[src/rtl/ipp_pkg.sv]
// Shared types and constants for the interval priority painter.
package ipp_pkg;

    localparam int MAX_SPANS_DEF = 64;
    localparam int COORD_W       = 16;
    localparam int COLOR_W       = 16;

    localparam logic [COORD_W-1:0] LINE_LENGTH_RST = COORD_W'(1);

    localparam logic OP_LOAD  = 1'b0;
    localparam logic OP_PAINT = 1'b1;

    // Query token that walks the cell chain, one cell per cycle while the chain advances.
    typedef struct packed {
        logic               valid;
        logic [COORD_W-1:0] pos;
        logic [COLOR_W-1:0] color;
    } ipp_token_t;

endpackage

[src/rtl/ipp_cell.sv]
// One painter cell: holds a single interval and repaints a passing query token.
module ipp_cell
    import ipp_pkg::*;
#(
    parameter int CELL_IDX = 0,
    parameter int CNT_W    = 7
) (
    input  logic               aclk,
    input  logic               aresetn,
    input  logic               wr_en,
    input  logic [COORD_W-1:0] wr_start,
    input  logic [COORD_W-1:0] wr_end,
    input  logic [COLOR_W-1:0] wr_color,
    input  logic [CNT_W-1:0]   span_count,
    input  logic               advance,
    input  ipp_token_t         tok_in,
    output ipp_token_t         tok_out
);

    logic [COORD_W-1:0] start_reg;
    logic [COORD_W-1:0] end_reg;
    logic [COLOR_W-1:0] color_reg;
    ipp_token_t         tok_reg;
    ipp_token_t         tok_next;
    logic               live;
    logic               hit;

    // The cell takes part only once its interval has been loaded in this job.
    assign live = (span_count > CNT_W'(CELL_IDX));
    assign hit  = live && (start_reg <= tok_in.pos) && (tok_in.pos < end_reg);

    always_comb begin
        tok_next       = tok_in;
        tok_next.color = hit ? color_reg : tok_in.color;
    end

    always_ff @(posedge aclk) begin
        if (wr_en) begin
            start_reg <= wr_start;
            end_reg   <= wr_end;
            color_reg <= wr_color;
        end
    end

    // Only the valid bit is reset; the payload simply follows it.
    always_ff @(posedge aclk) begin
        if (!aresetn) begin
            tok_reg.valid <= 1'b0;
        end else if (advance) begin
            tok_reg.valid <= tok_next.valid;
        end
        if (advance) begin
            tok_reg.pos   <= tok_next.pos;
            tok_reg.color <= tok_next.color;
        end
    end

    assign tok_out = tok_reg;

endmodule

[config.mk]
export PLATFORM = sky130hd
export DESIGN_NAME = ipp_cell
export DESIGN_NICKNAME = d
export VERILOG_FILES = /design/src/rtl/ipp_pkg.sv /design/src/rtl/ipp_cell.sv
export SDC_FILE = /design/constraint.sdc
export NUM_CORES = 1
export LEC_CHECK = 0
export ABC_AREA = 0
export BUFFER_PORTS_ARGS = -buffer_cell sky130_fd_sc_hd__buf_4
export CAP_MARGIN = 5
export CELL_PAD_IN_SITES_DETAIL_PLACEMENT = 1
export CELL_PAD_IN_SITES_GLOBAL_PLACEMENT = 1
export CORE_MARGIN = 2
export CORE_UTILIZATION = 26
export CTS_CLUSTER_DIAMETER = 50
export DETAILED_ROUTE_END_ITERATION = 7
export PLACE_DENSITY_LB_ADDON = 0.1
export SETUP_SLACK_MARGIN = 0.02
export SYNTH_ARGS = -nofsm -noshare
export SYNTH_HDL_FRONTEND = slang
export SYNTH_SLANG_ARGS = --single-unit
[constraint.sdc]
create_clock -name aclk -period 4.95 [get_ports aclk]
set_clock_uncertainty 0.15 [all_clocks]
set_input_delay 1.2375 -clock aclk [delete_from_list [all_inputs] [get_ports aclk]]
set_output_delay 1.2375 -clock aclk [all_outputs]
set_load 0.005 [all_outputs]
# After elaboration in Yosys (flattened, before gate mapping)

Cells that the tools add are included.

Add/sub/neg operators: 0
$mul: 0
Divide/modulo/power cells: 0
Order comparisons: 3
Eq/ne operators: 0
Shift operators: 0
Muxes and demuxes: 1
Bitwise gates (word level): 0
Reduce and logical (&&, ||, !) cells: 2

Operators by type and width:

| cell                                                                            | count |
|---|---|
| 16-bit <= comparator                                                            | 1 |
| 16-bit less-than comparator                                                     | 1 |
| 16-bit 2-to-1 mux                                                               | 1 |
| 7-bit by 1-bit greater-than comparator with 1-bit output, second input constant | 1 |
| 1-bit logical AND                                                               | 2 |

Bits in registers: 81
Latch bits: 0
RAM bits: 0
Memory bits (read-only): 0
Output and inout port bits: 33
Word-level logic and storage cells: 12
Memories: 0

# Depth between registers and ports, before layout

Gate-level depths: netlist of the first run.

Word-level depth: 4
Depth in mapped cells: 9

# Worst setup path after synthesis of the first run

OpenSTA, ideal clock, no wires.

Path type: input port to flip-flop
Start point: in tok_in[30] (netlist bit)
End point: reg tok_reg (netlist bit tok_out[10]), data pin
Setup time: 0.260 ns
Arrival time: 3.273 ns
Required time: 4.540 ns
Slack: 1.267 ns
Stages: 9
Path buffers: 1
Cells stage by stage: inv_1 > ha_1 > a21oi_2 > nand2_1 > a221o_1 > a211o_1 > a221oi_4 > buf_12 > mux2_4

RTL lines:

| what            | line           | text |
|---|---|---|
| start, declared | ipp_cell.sv:16 | `input ipp_token_t tok_in,` |
| end, declared   | ipp_cell.sv:23 | `ipp_token_t tok_reg;` |

==> results of run 1 <==
==> power by group <==
part / switching (mW) / internal [mW] / leakage [nW] / total (mW)
sequential: 0.0155 / 0.822 / 0.791 / 0.837
clock: 0.266 / 0.366 / 0.136 / 0.632
combinational: 0.102 / 0.138 / 1.22 / 0.240
==> cell families after synthesis <==
family / Yosys count / synth area share [%]
AOI/OAI and AO/OA: 25 / 4.82
DFF: 81 / 69.6
buffers and inverters: 33 / 4.03
adders and majority gates: 31 / 11.1
and+or+nand+nor: 29 / 3.88
muxes: 17 / 6.54
==> layer usage <==
metal	vias up	track usage [%]	wire length [um]
met5	-	0	0
met4	0	6.84	192
met3	12	3.28	441
met2	67	19.3	3990
met1	1053	13.9	3390
li1	1072	-	-
==> final cells by class <==
cell class	instances	area share (%)
flip-flops and latches	81	49.5
repair buffers	125	19.2
well taps	176	4.50
inverters	32	2.45
clock inverters	3	0.358
clock buffers	13	5.31
multi-input cells	102	18.8
==> tightest hold or removal path, stage by stage (launching register included) <==
cell	delay, ns
dfxtp_1	0.32
mux2i_1	0.07
nor2b_1	0.10
==> cell usage after synthesis (all sizes together), types with 2 or more instances <==
cell type	number	area, um2
edfxtp	80	2400
inv	32	120
ha	31	388
mux2	16	218
a21oi	13	68.8
nand2	13	48.8
o21ai	6	30.0
nor2	4	15.0
nand3	3	15.0
a221oi	2	35.0
nand4	2	12.5
nor2b	2	12.5
nor3	2	10.0
nor4	2	12.5
==> worst max path at each step <==
| stage | endpoint | depth (start not counted) |
|---|---|---|
| after floorplan | tok_out[10] | 9 |
| after global placement | tok_out[4] | 10 |
| after detailed placement | tok_out[15] | 10 |
| after CTS | tok_out[15] | 10 |
| after global routing | tok_out[15] | 10 |
| final | tok_out[15] | 10 |
==> stage by stage <==
step	util [%]	cell area (um2)	power [mW]	worst slack, ns	hold slack [ns]
after floorplan	-	3480	0.960	1.27	0.357
after global placement	35.2	4620	1.09	0.822	0.354
after detailed placement	35.2	4620	1.10	0.740	0.364
after CTS	37.3	4900	1.74	1.11	0.382
after global routing	37.3	4900	1.79	0.968	0.413
final	37.3	4900	1.71	1.13	0.371
==> impl_summary.log, run 1 <==
INFO  metric dr.pass1.iters = 4
INFO  metric via_per_inst = a little over 4
INFO  metric worstPathArrival = ~3.8 ns
INFO  metric num-fill-cells = roughly 1400
INFO  metric finish.cell_count_without_fillers = 532
INFO  metric hold_violations = 0
INFO  metric worst_hold_startpoint = tok_out[32]
INFO  metric worst_setup_path_end_kind = register
INFO  metric grt-ovfl-total = 0
INFO  metric synth_sequential_area_ratio = between 60% and 70%
INFO  metric core_area = approximately 0.013 mm2
INFO  metric max_freq = around 0.26 GHz
INFO  metric timing.critical_path.fanout_max = 12
INFO  metric dpl.cell_count = between 500 and 600
INFO  metric antenna_found_initial = 0
INFO  metric path_common_cell = buf_4
INFO  metric critical_path_buf_inv_count = 3
INFO  metric min_path_type = register to register
INFO  metric synth_edf_count = 80
INFO  metric die_y_extent = roughly 120 um
INFO  metric port-buffer-count = between 100 and 150
INFO  metric boundary_pins = roughly 130
INFO  metric critical_path.reg2reg.startpoint = start_reg[7]
INFO  metric asyncSetResetFlopFracSynth = 0%
INFO  metric r2r_slack = ~1.8 ns
INFO  metric syn_to_final_growth = 40.7%
INFO  metric slew_violations = 0
INFO  metric drive_above_1_share = 44.1%
INFO  metric routed-via-count = ~2200
INFO  metric post_drt_wl_per_cell = 15.1 um
INFO  metric num_rows = 42
INFO  metric timing.critical_path.max_delay_family = compound AO/OA/AOI/OAI gates
INFO  metric synth.net_count = approximately 340
INFO  metric synth.yosys.warnings = 0
INFO  metric clk-insertion-delay-late = 0.35 ns
INFO  metric vdd.ir_drop.worst = between 0.1 and 0.15 mV
INFO  metric detail_route.drc_violations = 0
INFO  metric die_wd = around 120 um
INFO  metric outcome = finished clean
INFO  metric cts.reportedPaths.clkPinSlew = 0.06 ns
INFO  metric final_min_period_over_clock_period = between 70% and 80%
INFO  metric largest_net_degree_at_the_start_of_global_routing = between 40 and 50
INFO  metric min_period = 3.82 ns
INFO  metric criticalPathCategory = input port to register
INFO  metric maxCapViolCount = 0
INFO  metric largest_reg_flops = 33
INFO  metric whs_endpoint = tok_out[32]
INFO  metric slowest_stage = a221oi_4
INFO  metric route.antenna.remaining_nets = 0
INFO  metric worst-slew-pin-transition = between 0.6 and 0.7 ns
INFO  metric critical_path.startpoint = tok_in[21]
INFO  metric diodes = 0
INFO  metric post_cts_resized = 0
INFO  metric tritoncts = built
INFO  metric drt_first_iter_violations = 89
INFO  metric critPathLaunchType = input port
INFO  metric min_path_cells = 2
INFO  metric cts.repair_timing.setup_buffer_count = 0
INFO  metric synth.ff_latch_count = around 80
INFO  metric leading_cell_type_in_the_layout_fill_and_taps_excluded = buf_4
INFO  metric track_usage = between 10% and 20%
INFO  metric cts_buf_count = 9
INFO  metric worst_r2r_path_depth = 8
INFO  metric route.final.wire_length = approximately 8000 um
INFO  metric place.detailed.hpwl = between 5000 and 6000 um
INFO  metric cpPeakStageDelay = between 0.4 and 0.5 ns
INFO  metric grt_pass1_wl = roughly 12000 um
INFO  metric htree_num_levels = 3
INFO  metric final-setup-viol-count = 0
INFO  metric clock_sink_count = 81
INFO  metric netlist_area = about 0.0035 mm2
INFO  metric powerDensity = around 350 mW/mm2
INFO  metric ctsLongestPathBuffers = 2
INFO  metric required = about 4.9 ns
INFO  metric mostFrequentLayoutCells = buf_4, edfxtp_1, inv_1
INFO  metric final.setup.tns = 0 ns
INFO  metric floorplan.die_area = about 0.014 mm2
INFO  metric synthCells = 216
INFO  metric register_area = 0.00242 mm2
INFO  metric leakage = between 2 and 2.5 nW
INFO  metric gp_congestion = approximately 0.7
INFO  metric yosys_most_used_dff = edfxtp_1
INFO  metric postSynthAreaPerCell = approximately 16 um2
INFO  metric cell_at_the_root_of_the_clock_tree = clkbuf_16
INFO  metric initial_utilization = a little over a quarter
INFO  metric r2r-end = tok_out[15]
INFO  metric crit_path_cell_trace = buf_4 -> inv_1 -> ha_1 -> a21oi_1 -> o21ai_0 -> a221o_1 -> a211o_1 -> a221oi_4 -> buf_4 -> mux2_2
INFO  metric finish.net_count = between 400 and 500
INFO  metric synthDistinctLibCells = 25
INFO  metric max-slew-margin-rel = ~54%
INFO  metric multiInputGateArea = approximately 920 um2
INFO  metric postCtsHoldBufs = 0
INFO  metric grt_setup_unrepaired = false
INFO  metric grt_pass1_vias = between 2000 and 2500
Note: power is estimated with default switching activity, not from simulation.
==> inputs of run 2 (changes only) <==
Clock period 4.95 ns to 3.75 ns, I/O delays scaled along.
==> impl_summary.log, run 2 (synthesis results as in run 1) <==
INFO  metric final_min_period_over_clock_period = a little under nine tenths
INFO  metric tritoncts = built
INFO  metric post_cts_resized = 0
INFO  metric route.antenna.remaining_nets = 0
INFO  metric largest_net_degree_at_the_start_of_global_routing = just under 50
INFO  metric powerDensity = roughly 460 mW/mm2
INFO  metric clk-insertion-delay-late = 0.34 ns
INFO  metric diodes = 0
INFO  metric timing.critical_path.fanout_max = 16
INFO  metric detail_route.drc_violations = 0
INFO  metric core_area = between 0.01 and 0.015 mm2
INFO  metric final_core_util = 37.4%
INFO  metric grt_pass1_vias = between 2000 and 2500
INFO  metric leakage = between 2 and 2.5 nW
INFO  metric final-setup-viol-count = 0
INFO  metric worst-slew-pin-transition = 0.683 ns
INFO  metric vdd.ir_drop.worst = about 0.26 mV
INFO  metric floorplan.die_area = about 0.014 mm2
INFO  metric initial_utilization = 26.5%
INFO  metric syn_to_final_growth = 41.0%
INFO  metric slew_violations = 0
INFO  metric place.detailed.hpwl = about 5800 um
INFO  metric cts_buf_count = 9
INFO  metric final.setup.tns = 0 ns
INFO  metric via_per_inst = between 4 and 5
INFO  metric worst_setup_path_end_kind = register
INFO  metric power.total = between 2 and 2.5 mW
INFO  metric leading_cell_type_in_the_layout_fill_and_taps_excluded = buf_4
INFO  metric gp_congestion = between 0.7 and 0.8
INFO  metric maxCapViolCount = 0
INFO  metric required = 3.70 ns
INFO  metric min_path_type = register to register
INFO  metric port-buffer-count = between 100 and 150
INFO  metric cell_at_the_root_of_the_clock_tree = clkbuf_16
INFO  metric boundary_pins = about 130
INFO  metric cts.repair_timing.setup_buffer_count = 0
INFO  metric hold_violations = 0
INFO  metric clock_sink_count = 81
INFO  metric grt-ovfl-total = 0
INFO  metric num-fill-cells = around 1400
INFO  metric outcome = finished clean
INFO  metric drt_first_iter_violations = ~70
INFO  metric die_y_extent = 120 um
INFO  metric routed-via-count = between 2000 and 2500
INFO  metric track_usage = about an eighth
INFO  metric htree_num_levels = 3
INFO  metric antenna_found_initial = 0
INFO  metric criticalPathCategory = input port to register
INFO  metric die_wd = 120 um
INFO  metric dr.pass1.iters = 4
INFO  metric cts.reportedPaths.clkPinSlew = ~0.06 ns
INFO  metric largest_reg_flops = 33
INFO  metric finish.net_count = 474
INFO  metric worstPathArrival = around 3.2 ns
INFO  metric max_freq = 0.311 GHz
INFO  metric critPathLaunchType = input port
INFO  metric grt_pass1_wl = 12300 um
INFO  metric route.final.wire_length = 8020 um
INFO  metric post_drt_wl_per_cell = between 15 and 20 um
INFO  metric grt_setup_unrepaired = false
INFO  metric ctsLongestPathBuffers = 2
INFO  metric num_rows = 42
INFO  metric drive_above_1_share = between 40% and 50%
INFO  metric postCtsHoldBufs = 0
INFO  metric max-slew-margin-rel = a little over half
INFO  metric mostFrequentLayoutCells = buf_4, edfxtp_1, inv_1
INFO  metric min_period = about 3.2 ns
-- run 2: cell types whose count changed in the layout (fill, tap and decap cells not counted), sizes merged --
cell | previous run | this run
clkbuf | 13 | 9
clkinv | 2 | 5
clkinvlp | 1 | 0
bufinv | 0 | 1
-- run 2: worst paths after layout --
| kind | from | endpoint | slack (ns) | depth (start not counted) |
|---|---|---|---|---|
| worst min-delay path | tok_out[32] | tok_out[32] | 0.39 | 2 |
| worst max-delay path | tok_in[21] | tok_out[2] | 0.54 | 10 |
| worst min register to register | tok_out[32] | tok_out[32] | 0.39 | 2 |
| worst max register to register | start_reg[5] | tok_out[2] | 0.91 | 8 |
-- run 2: critical path: stages --
cell      delay [ns]
buf_4           0.10
inv_1           0.04
ha_1            0.30
a21oi_1         0.14
o21ai_0         0.14
a221o_1         0.35
a211o_1         0.26
a221oi_4        0.32
buf_12          0.22
mux2_2          0.35
-- run 2: per-layer routing --
| layer | global-route usage, % | vias to the layer above | part of all wire [%] |
|---|---|---|---|
| li1 | - | 1066 | - |
| met3 | 5.42 | 14 | 6.9 |
| met5 | 0 | - | 0 |
| met1 | 12.8 | 1055 | 41 |
| met2 | 19.9 | 70 | 51 |
| met4 | 4.93 | 0 | 1.9 |
-- run 2: area by class of cell --
type	count	area, um2	share of cell area (%)
Timing Repair Buffer	125	951	19.4
Multi-Input combinational cell	102	918	18.7
Clock buffer	9	225	4.59
Inverter	32	120	2.45
Sequential cell	81	2420	49.4
Tap cell	176	220	4.49
Clock inverter	6	50.0	1.02
-- run 2: metrics by stage --
stage / worst slack [ns] / cells / instance area (um2) / hold slack [ns]
3_3_place_gp: 0.209 / 516 / 4630 / 0.351
2_1_floorplan: 0.367 / 216 / 3480 / 0.357
4_1_cts: 0.530 / 531 / 4910 / 0.390
6_report: 0.535 / 531 / 4910 / 0.385
5_1_grt: 0.385 / 531 / 4910 / 0.399
3_5_place_dp: 0.150 / 516 / 4630 / 0.382
-- run 2: power by group --
group,internal (mW),switching (mW),leakage (nW)
combinational,0.188,0.137,1.22
sequential,1.09,0.0203,0.791
clock,0.501,0.342,0.135
==> inputs of run 3 (changes only) <==
Clock period 3.75 ns to 3.4 ns, I/O delays scaled along.
==> impl_summary.log, run 3 (synthesis results as in run 1) <==
INFO  metric clk-insertion-delay-late = 0.34 ns
INFO  metric slowest_stage = mux2_2
INFO  metric drt_first_iter_violations = 95
INFO  metric final_core_util = approximately 38%
INFO  metric tritoncts = built
INFO  metric drive_above_1_share = 44.7%
INFO  metric mostFrequentLayoutCells = buf_4, edfxtp_1, inv_1
INFO  metric postCtsHoldBufs = 0
INFO  metric crit_path_cell_trace = buf_4 -> inv_1 -> ha_1 -> a21oi_1 -> o21ai_0 -> a221o_1 -> a211o_1 -> a221oi_4 -> buf_12 -> mux2_2
INFO  metric cts_buf_count = 9
INFO  metric cts.repair_timing.setup_buffer_count = 0
INFO  metric power.total = 2.61 mW
INFO  metric die_wd = 120 um
INFO  metric post_cts_resized = 0
INFO  metric via_per_inst = 4.09
INFO  metric port-buffer-count = 124
INFO  metric routed-via-count = approximately 2200
INFO  metric clock_sink_count = about 80
INFO  metric initial_utilization = roughly a quarter
INFO  metric worstPathArrival = between 3 and 4 ns
INFO  metric grt_pass1_vias = around 2400
INFO  metric final_min_period_over_clock_period = 92.1%
INFO  metric largest_net_degree_at_the_start_of_global_routing = 49
INFO  metric route.antenna.remaining_nets = 0
INFO  metric grt_setup_unrepaired = false
INFO  metric finish.net_count = between 400 and 500
INFO  metric dpl.cell_count = 518
INFO  metric largest_reg_flops = 33
INFO  metric place.detailed.hpwl = approximately 6000 um
INFO  metric track_usage = roughly an eighth
INFO  metric route.final.wire_length = between 8000 and 9000 um
INFO  metric grt-ovfl-total = 0
INFO  metric syn_to_final_growth = 42.5%
INFO  metric criticalPathCategory = input port to register
INFO  metric leakage = 2.17 nW
INFO  metric diodes = 0
INFO  metric ctsLongestPathBuffers = 2
INFO  metric antenna_found_initial = 0
INFO  metric detail_route.drc_violations = 0
INFO  metric min_period = 3.13 ns
INFO  metric cts.reportedPaths.clkPinSlew = ~0.060 ns
INFO  metric boundary_pins = 125
INFO  metric num-fill-cells = between 1000 and 1500
INFO  metric dr.pass1.iters = 4
INFO  metric maxCapViolCount = 0
INFO  metric use_met3 = 5.42%
INFO  metric share_comb_of_total_power = a little over an eighth
INFO  metric core_area = ~0.013 mm2
INFO  metric portion_of_total_power_attributed_to_sequential_cells = 46.8%
INFO  metric internal_power = ~2 mW
INFO  metric final.setup.tns = 0 ns
INFO  metric multiInputGateArea = ~900 um2
INFO  metric finish.cell_count_without_fillers = 534
INFO  metric worst_setup_path_end_kind = register
INFO  metric htree_num_levels = 3
INFO  metric max_freq = around 0.32 GHz
INFO  metric grt_util_met1 = a little over an eighth
INFO  metric critical_path_buf_inv_count = 3
INFO  metric worst-slew-pin-transition = 0.688 ns
INFO  metric global_route.usage.met2 = 19.7%
INFO  metric p_sw = 0.564 mW
INFO  metric timing.critical_path.fanout_max = 16
INFO  metric final-setup-viol-count = 0
INFO  metric fin_worst_hold_slack = around 0.39 ns
INFO  metric required = approximately 3.3 ns
INFO  metric floorplan.die_area = about 0.014 mm2
INFO  metric critPathLaunchType = input port
INFO  metric vdd.ir_drop.worst = about 0.29 mV
INFO  metric grt_pass1_wl = approximately 13000 um
INFO  metric cpPeakStageDelay = 0.35 ns
INFO  metric clockPowerShare = about 40%
INFO  metric max-slew-margin-rel = around 54%
INFO  metric cell_at_the_root_of_the_clock_tree = clkbuf_16
INFO  metric slew_violations = 0
INFO  metric outcome = finished clean
INFO  metric sw_frac_of_total = between 20% and 30%
INFO  metric post_drt_wl_per_cell = 15.0 um
INFO  metric hold_violations = 0
INFO  metric grt.busiest_layer = met2
INFO  metric gp_congestion = about 0.7
INFO  metric timing.critical_path.max_delay_family = compound AO/OA/AOI/OAI gates
INFO  metric powerDensity = approximately 530 mW/mm2
INFO  metric leading_cell_type_in_the_layout_fill_and_taps_excluded = buf_4
INFO  metric die_y_extent = 120 um
INFO  metric min_path_type = register to register
INFO  metric register_area = ~0.0024 mm2
INFO  metric num_rows = 42
==> run 3: changes by cell type in the layout (fill, tap and decap cells not counted), sizes merged <==
cell	delta
clkinv	-2
clkinvlp	+1
bufinv	+1
clkbuf	+1
buf	+2
==> run 3: layout make-up <==
| class | instances | share of cell area, % |
|---|---|---|
| clock buffers | 10 | 4.62 |
| clock inverters | 6 | 1.67 |
| inverters | 32 | 2.42 |
| multi-input cells | 102 | 18.5 |
| flip-flops and latches | 81 | 48.9 |
| well taps | 176 | 4.44 |
| repair buffers | 127 | 19.5 |
==> run 3: per-layer routing <==
metal / up-vias / part of all wire [%]
met2: 69 / 50
met3: 13 / 7.0
li1: 1071 / -
met1: 1033 / 41
met4: 0 / 2.2
met5: - / 0
==> run 3: through the flow <==
stage / setup slack [ns] / cell area (um2)
floorplan: 0.104 / 3480
global placement: -0.0586 / 4650
detailed placement: -0.125 / 4650
CTS: 0.242 / 4960
global route: 0.145 / 4960
finish: 0.268 / 4960
==> run 3: power groups by stage <==
| stage | Clock, mW | Combinational [mW] | Sequential [mW] |
|---|---|---|---|
| 2_1_floorplan | 0 | 0.156 | 1.24 |
| 3_3_place_gp | 0 | 0.360 | 1.24 |
| 3_5_place_dp | 0 | 0.367 | 1.24 |
| 4_1_cts | 1.07 | 0.368 | 1.22 |
| 5_1_grt | 1.11 | 0.402 | 1.23 |
| 6_report | 1.03 | 0.358 | 1.22 |
==> run 3: path summary, 6_finish.rpt <==
| check | slack [ns] | to | depth (start not counted) | start |
|---|---|---|---|---|
| setup / recovery | 0.27 | tok_out[2] | 10 | tok_in[23] |
| hold / removal | 0.39 | tok_out[32] | 2 | tok_out[32] |
| setup reg to reg | 0.54 | tok_out[2] | 8 | start_reg[7] |
| hold reg to reg | 0.39 | tok_out[32] | 2 | tok_out[32] |
==> run 3: worst min-delay path: stages (launching register included) <==
cell and delay [ns]:
dfxtp_1 0.31, mux2i_1 0.12, nor2b_1 0.06
